File: src/design/fpw_pkg.sv
package fpw_pkg;

   localparam int unsigned FPW_MAX_SAMPLES = 1024;

   localparam logic REQ_LOAD  = 1'b0;
   localparam logic REQ_QUERY = 1'b1;

   localparam int unsigned CSR_INDEX_W = 2;
   localparam logic [CSR_INDEX_W-1:0] CSR_SCALE = 2'd0;
   localparam logic [CSR_INDEX_W-1:0] CSR_COUNT = 2'd1;

   localparam logic [15:0] SCALE_RESET = 16'd4096;
   localparam logic [10:0] COUNT_RESET = 11'd1024;

   localparam int unsigned TRIG_W = 31;
   localparam logic [TRIG_W-1:0] Q30_ONE = 31'h4000_0000;
   localparam logic [29:0] INV_TWO_PI_Q32 = 30'd683565276;
   localparam logic [32:0] TWO_PI_Q30 = 33'd6746518852;

   typedef struct packed {
      logic              req_type;
      logic [9:0]        sample_index;
      logic signed [15:0] amp_re;
      logic signed [15:0] amp_im;
      logic signed [15:0] position;
      logic signed [15:0] wavenumber;
   } req_type_t_type;

   typedef struct packed {
      logic [31:0] density;
      logic        saturated;
   } rsp_data_type;

   typedef struct packed {
      logic signed [15:0] re;
      logic signed [15:0] im;
      logic signed [15:0] pos;
   } sample_type;

   // operands carried down the series cells
   typedef struct packed {
      logic               valid;
      logic signed [15:0] ar;
      logic signed [15:0] ai;
      logic [1:0]         quad;
      logic               fold;
      logic [TRIG_W-1:0]  a;
      logic [TRIG_W-1:0]  t;
      logic [TRIG_W-1:0]  pc;
      logic [TRIG_W-1:0]  ps;
   } trig_type;

   typedef struct packed {
      logic               valid;
      logic signed [32:0] re_c;
      logic signed [32:0] im_s;
      logic signed [32:0] im_c;
      logic signed [32:0] re_s;
   } prod_type;

   // Q1.30 product, rounded
   function automatic logic [TRIG_W-1:0] qmul30(input logic [TRIG_W-1:0] x,
                                                input logic [TRIG_W-1:0] y);
      logic [62:0] p;
      p = 63'(x) * 63'(y) + 63'(32'h2000_0000);
      return p[60:30];
   endfunction

endpackage

File: src/design/fpw_phase.sv
module fpw_phase (
   input  logic               clock,
   input  logic               reset,
   input  logic               in_valid,
   input  fpw_pkg::sample_type sample,
   input  logic signed [15:0] wavenumber,
   output fpw_pkg::trig_type  phase_out
);
   import fpw_pkg::*;

   logic               v1_ff, v2_ff, v3_ff, v4_ff;
   logic signed [15:0] ar1_ff, ai1_ff, ar2_ff, ai2_ff, ar3_ff, ai3_ff, ar4_ff, ai4_ff;
   logic signed [31:0] theta1_ff;
   logic [47:0]        turns2_ff;
   logic [1:0]         quad3_ff, quad4_ff;
   logic               fold3_ff, fold4_ff;
   logic [13:0]        w3_ff;
   logic [TRIG_W-1:0]  a4_ff;
   trig_type           out_ff;

   logic signed [31:0] theta_in;
   logic signed [61:0] turns_in;
   logic [47:0]        biased;
   logic [15:0]        u;
   logic [13:0]        v;
   logic               fold_in;
   logic [13:0]        w_in;
   logic [46:0]        aw;

   always_comb begin
      theta_in = sample.pos * wavenumber;
      turns_in = theta1_ff * $signed({1'b0, INV_TWO_PI_Q32});
      biased   = turns2_ff + 48'h0000_8000_0000;
      u        = biased[47:32];
      v        = u[13:0];
      fold_in  = v > 14'h2000;
      // fold past an eighth turn onto the complement
      w_in     = fold_in ? 14'(15'h4000 - 15'(v)) : v;
      aw       = 47'(w3_ff) * 47'(TWO_PI_Q30) + 47'(16'h8000);
   end

   always_ff @(posedge clock) begin
      if (reset) begin
         v1_ff <= 1'b0;
         v2_ff <= 1'b0;
         v3_ff <= 1'b0;
         v4_ff <= 1'b0;
         out_ff.valid <= 1'b0;
      end else begin
         v1_ff <= in_valid;
         v2_ff <= v1_ff;
         v3_ff <= v2_ff;
         v4_ff <= v3_ff;
         out_ff.valid <= v4_ff;
      end
      ar1_ff <= sample.re;
      ai1_ff <= sample.im;
      theta1_ff <= theta_in;
      ar2_ff <= ar1_ff;
      ai2_ff <= ai1_ff;
      turns2_ff <= turns_in[47:0];
      ar3_ff <= ar2_ff;
      ai3_ff <= ai2_ff;
      quad3_ff <= u[15:14];
      fold3_ff <= fold_in;
      w3_ff <= w_in;
      ar4_ff <= ar3_ff;
      ai4_ff <= ai3_ff;
      quad4_ff <= quad3_ff;
      fold4_ff <= fold3_ff;
      a4_ff <= aw[46:16];
      out_ff.ar <= ar4_ff;
      out_ff.ai <= ai4_ff;
      out_ff.quad <= quad4_ff;
      out_ff.fold <= fold4_ff;
      out_ff.a <= a4_ff;
      out_ff.t <= qmul30(a4_ff, a4_ff);
      out_ff.pc <= Q30_ONE;
      out_ff.ps <= Q30_ONE;
   end

   assign phase_out = out_ff;
endmodule

File: config.mk
export PLATFORM = sky130hd
export DESIGN_NAME = fpw_phase
export DESIGN_NICKNAME = d
export VERILOG_FILES = /design/src/design/fpw_pkg.sv /design/src/design/fpw_phase.sv
export SDC_FILE = /design/constraint.sdc
export NUM_CORES = 2
export LEC_CHECK = 0
export BUFFER_PORTS_ARGS = -buffer_cell sky130_fd_sc_hd__buf_2
export CELL_PAD_IN_SITES_DETAIL_PLACEMENT = 1
export CELL_PAD_IN_SITES_GLOBAL_PLACEMENT = 2
export CORE_MARGIN = 5
export CORE_UTILIZATION = 43
export CTS_BUF_LIST = sky130_fd_sc_hd__clkbuf_8 sky130_fd_sc_hd__clkbuf_16
export DETAILED_ROUTE_END_ITERATION = 8
export PLACE_DENSITY_LB_ADDON = 0.1
export SYNTH_ARGS = -nofsm -noshare
export SYNTH_HDL_FRONTEND = slang
export SYNTH_SLANG_ARGS = --single-unit
File: constraint.sdc
create_clock -name clock -period 10 [get_ports clock]
set_input_delay 0 -clock clock [delete_from_list [all_inputs] [get_ports clock]]
set_output_delay 0 -clock clock [all_outputs]
set_load 0.05 [all_outputs]
==> impl_metrics.env <==
export IMPL_globalRouteMet2Util_pct=39.9
export IMPL_min_from="sample[46]"
export IMPL_crit_path_frequent_cell="fa_1"
export IMPL_multi_input_area_mm2=0.0501
export IMPL_crit_fanout=19
export IMPL_min_path_cells=2
export IMPL_grtUsageMet1_pct=28.9
export IMPL_r2r_start="a4_ff[26]"
export IMPL_path_clk_slew_ps=70
export IMPL_coreArea_mm2=0.152
export IMPL_area_growth_syn_to_layout_pct=7.55
export IMPL_io_buffers=164
export IMPL_grt_ovfl_total=0
export IMPL_dp_cells=8798
export IMPL_finalSetupViolations=0
export IMPL_syn_area_mm2=0.0656
export IMPL_antenna_found_initial=3
export IMPL_slowest_stage="dfxtp_1"
export IMPL_critical_path_startpoint_type="flop"
export IMPL_fp_row_count=143
export IMPL_final_layout_size_suffix_gt1_share_pct=5.02
export IMPL_required_ps=10540
export IMPL_syn_area_per_cell_um2=9.81
export IMPL_fp_dieArea_mm2=0.161
export IMPL_wl_per_cell_um=19.2
export IMPL_r2r_end="phase_out[82]"
export IMPL_top_usage_layer="met2"
export IMPL_via_per_inst=4.75
export IMPL_crit_type="reg2reg"
export IMPL_pin_count=227
export IMPL_grtUsageTotal_pct=22.1
export IMPL_finClkSkew_ps=66.6
export IMPL_final_hold_viol_count=0
export IMPL_holdWs_ps=30.8
export IMPL_cts_tree="built"
export IMPL_drc_errors=0
export IMPL_dp_hpwl_mm=150
export IMPL_cts_sinks=330
export IMPL_seqCellArea_mm2=0.00661
export IMPL_ant_nets=0
export IMPL_min_path_type="in2reg"
export IMPL_routabilityCongestion=0.837
export IMPL_grt_max_degree=31
export IMPL_start_util_pct=43.2
export IMPL_tightest_slew_ps=1290
export IMPL_drv_cap=0
export IMPL_ctsResizeCount=0
export IMPL_cts_buffers=41
export IMPL_cts_setup_buffers=0
export IMPL_slowest_delay_ps=1180
export IMPL_ys_seq_area_share_pct=10.1
export IMPL_fmax_mhz=106
export IMPL_drtIter0Drc=1399
export IMPL_slew_headroom_pct=13.7
export IMPL_cts_hold_buf=55
export IMPL_yosysTopAreaCellShare_pct=45.4
export IMPL_synth_cells=6692
export IMPL_wl_mm=172
export IMPL_fp_dieW_um=401
export IMPL_nFillCells=17200
export IMPL_drv_slew=0
export IMPL_final_cells=8930
export IMPL_cts_max_path_buffers=3
export IMPL_grt_util_met3_pct=1.91
export IMPL_finalCriticalPeriod_ps=9460
export IMPL_startpoint="a4_ff[26]"
export IMPL_grt_pass1_wl_mm=279
export IMPL_num_vias=42400
export IMPL_status="finished, final reports clean"
export IMPL_min_period_over_period_pct=94.6
export IMPL_tns_ps=0
export IMPL_ys_flop_type="dfxtp_1"
export IMPL_synth_area_leaders="fa_1, ha_1, inv_1"
export IMPL_worstSetupEndpointType="flop"
export IMPL_yosys_area_top_type="fa_1"
export IMPL_r2r_slack_ps=540
export IMPL_layout_nets=9218
export IMPL_die_h_um=401
export IMPL_ys_ff_latch=330
export IMPL_htree_levels=2
export IMPL_holdPathEnd="ar1_ff[14]"
export IMPL_clock_tree_root_cell="clkbuf_16"
export IMPL_async_flop_share_pct=0
export IMPL_synth_distinct_cells=99
export IMPL_yosysWarnings=0
export IMPL_drt_pass1_iterations=7
export IMPL_grt_pass1_vias=49900
export IMPL_arrival_ps=10000
export IMPL_rsz0062_at_grt="no"
export IMPL_reg2reg_depth=27
export IMPL_clock_latency_ps=650
export IMPL_synth_edf_count=0
## worst max-delay path: cells and delay by family, from the launching register on
family          cells  cell delay (ps)
fa+ha+maj           9             3770
compound gates      8             2730
flops               1             1180
buf+inv             6              820
simple gates        3              640
xor+xnor            1              160
## state kept, by name, indices dropped and copies added, names as in the netlist, 2 cells and up
| name | cells |
|---|---|
| ai3_ff | 16 |
| ar4_ff | 16 |
| ai1_ff | 16 |
| ar1_ff | 16 |
| ai4_ff | 16 |
| w3_ff | 14 |
| ai2_ff | 16 |
| quad4_ff | 2 |
| quad3_ff | 2 |
| ar3_ff | 16 |
| turns2_ff | 17 |
| phase_out | 98 |
| theta1_ff | 32 |
| ar2_ff | 16 |
| a4_ff | 31 |
## Yosys cell counts (62+ instances only)
cell type	instances
xor2_1	75
nand2_1	454
clkbuf_1	141
ha_1	794
buf_4	62
a21o_1	65
and2_1	312
a21oi_1	119
nor2_1	96
dfxtp_1	330
fa_1	1490
xnor2_1	128
inv_1	2156
## stage by stage
stage	utilization (%)	instance area, um2	setup WS, ps
floorplan	-	65900	2530
global placement	45.2	68700	772
detailed placement	45.2	68700	569
CTS	46.5	70600	503
global route	46.5	70600	105
finish	46.5	70600	539
## cells in the final DEF (no fill, tap or decap), types with 8 or more instances in the layout
cell and instances:
buf_4 62, nand4_1 33, mux2i_1 8, fa_1 1490, and2_1 312, a21o_1 65
nor3_1 29, or3_1 12, dlygate4sd3_1 56, ha_1 794, o211ai_1 8, nand3_1 47
and3_1 25, nor2_1 96, nor2b_1 32, dfxtp_1 328, nand2_1 454, xnor2_1 128
o21bai_1 11, xor2_1 75, inv_1 2161, buf_2 164, a31oi_1 14, conb_1 62
and4_1 9, or2_2 8, a21oi_1 119, clkbuf_16 41, nand2b_1 34, o21ai_0 49
o21a_1 13
## worst max-delay path by stage
stage / end
6_report: phase_out[82]
5_1_grt: phase_out[82]
4_1_cts: phase_out[82]
3_5_place_dp: phase_out[82]
3_3_place_gp: phase_out[82]
2_1_floorplan: phase_out[82]
## routing by layer
metal	vias up	share of wire (%)
met5	-	0
met4	0	2.6
met3	177	2.6
met2	506	51
met1	22100	44
li1	19700	-
## cell families after synthesis
| family | count (synthesis) | synth area share (%) |
|---|---|---|
| xor gates and xnor gates | 204 | 2.73 |
| muxes | 10 | 0.156 |
| buffers and inverters | 2367 | 13.9 |
| DFF | 330 | 10.1 |
| AOI/OAI and AO/OA | 366 | 3.76 |
| adders and majority gates | 2285 | 60.6 |
| other | 2 | 0.0114 |
| and+or+nand+nor | 1128 | 8.77 |
## final cells by class
| class | count | area share [%] |
|---|---|---|
| clock inverters | 29 | 0.376 |
| inverters | 2156 | 11.5 |
| diodes | 1 | 0.00354 |
| multi-input cells | 4055 | 71.0 |
| repair buffers | 283 | 2.64 |
| well taps | 2030 | 3.60 |
| flip-flops and latches | 330 | 9.36 |
| clock buffers | 46 | 1.55 |
Power is left out: the tool's default activity adds up to more than one toggle a clock period on the data nets, which glitch-free logic cannot reach.
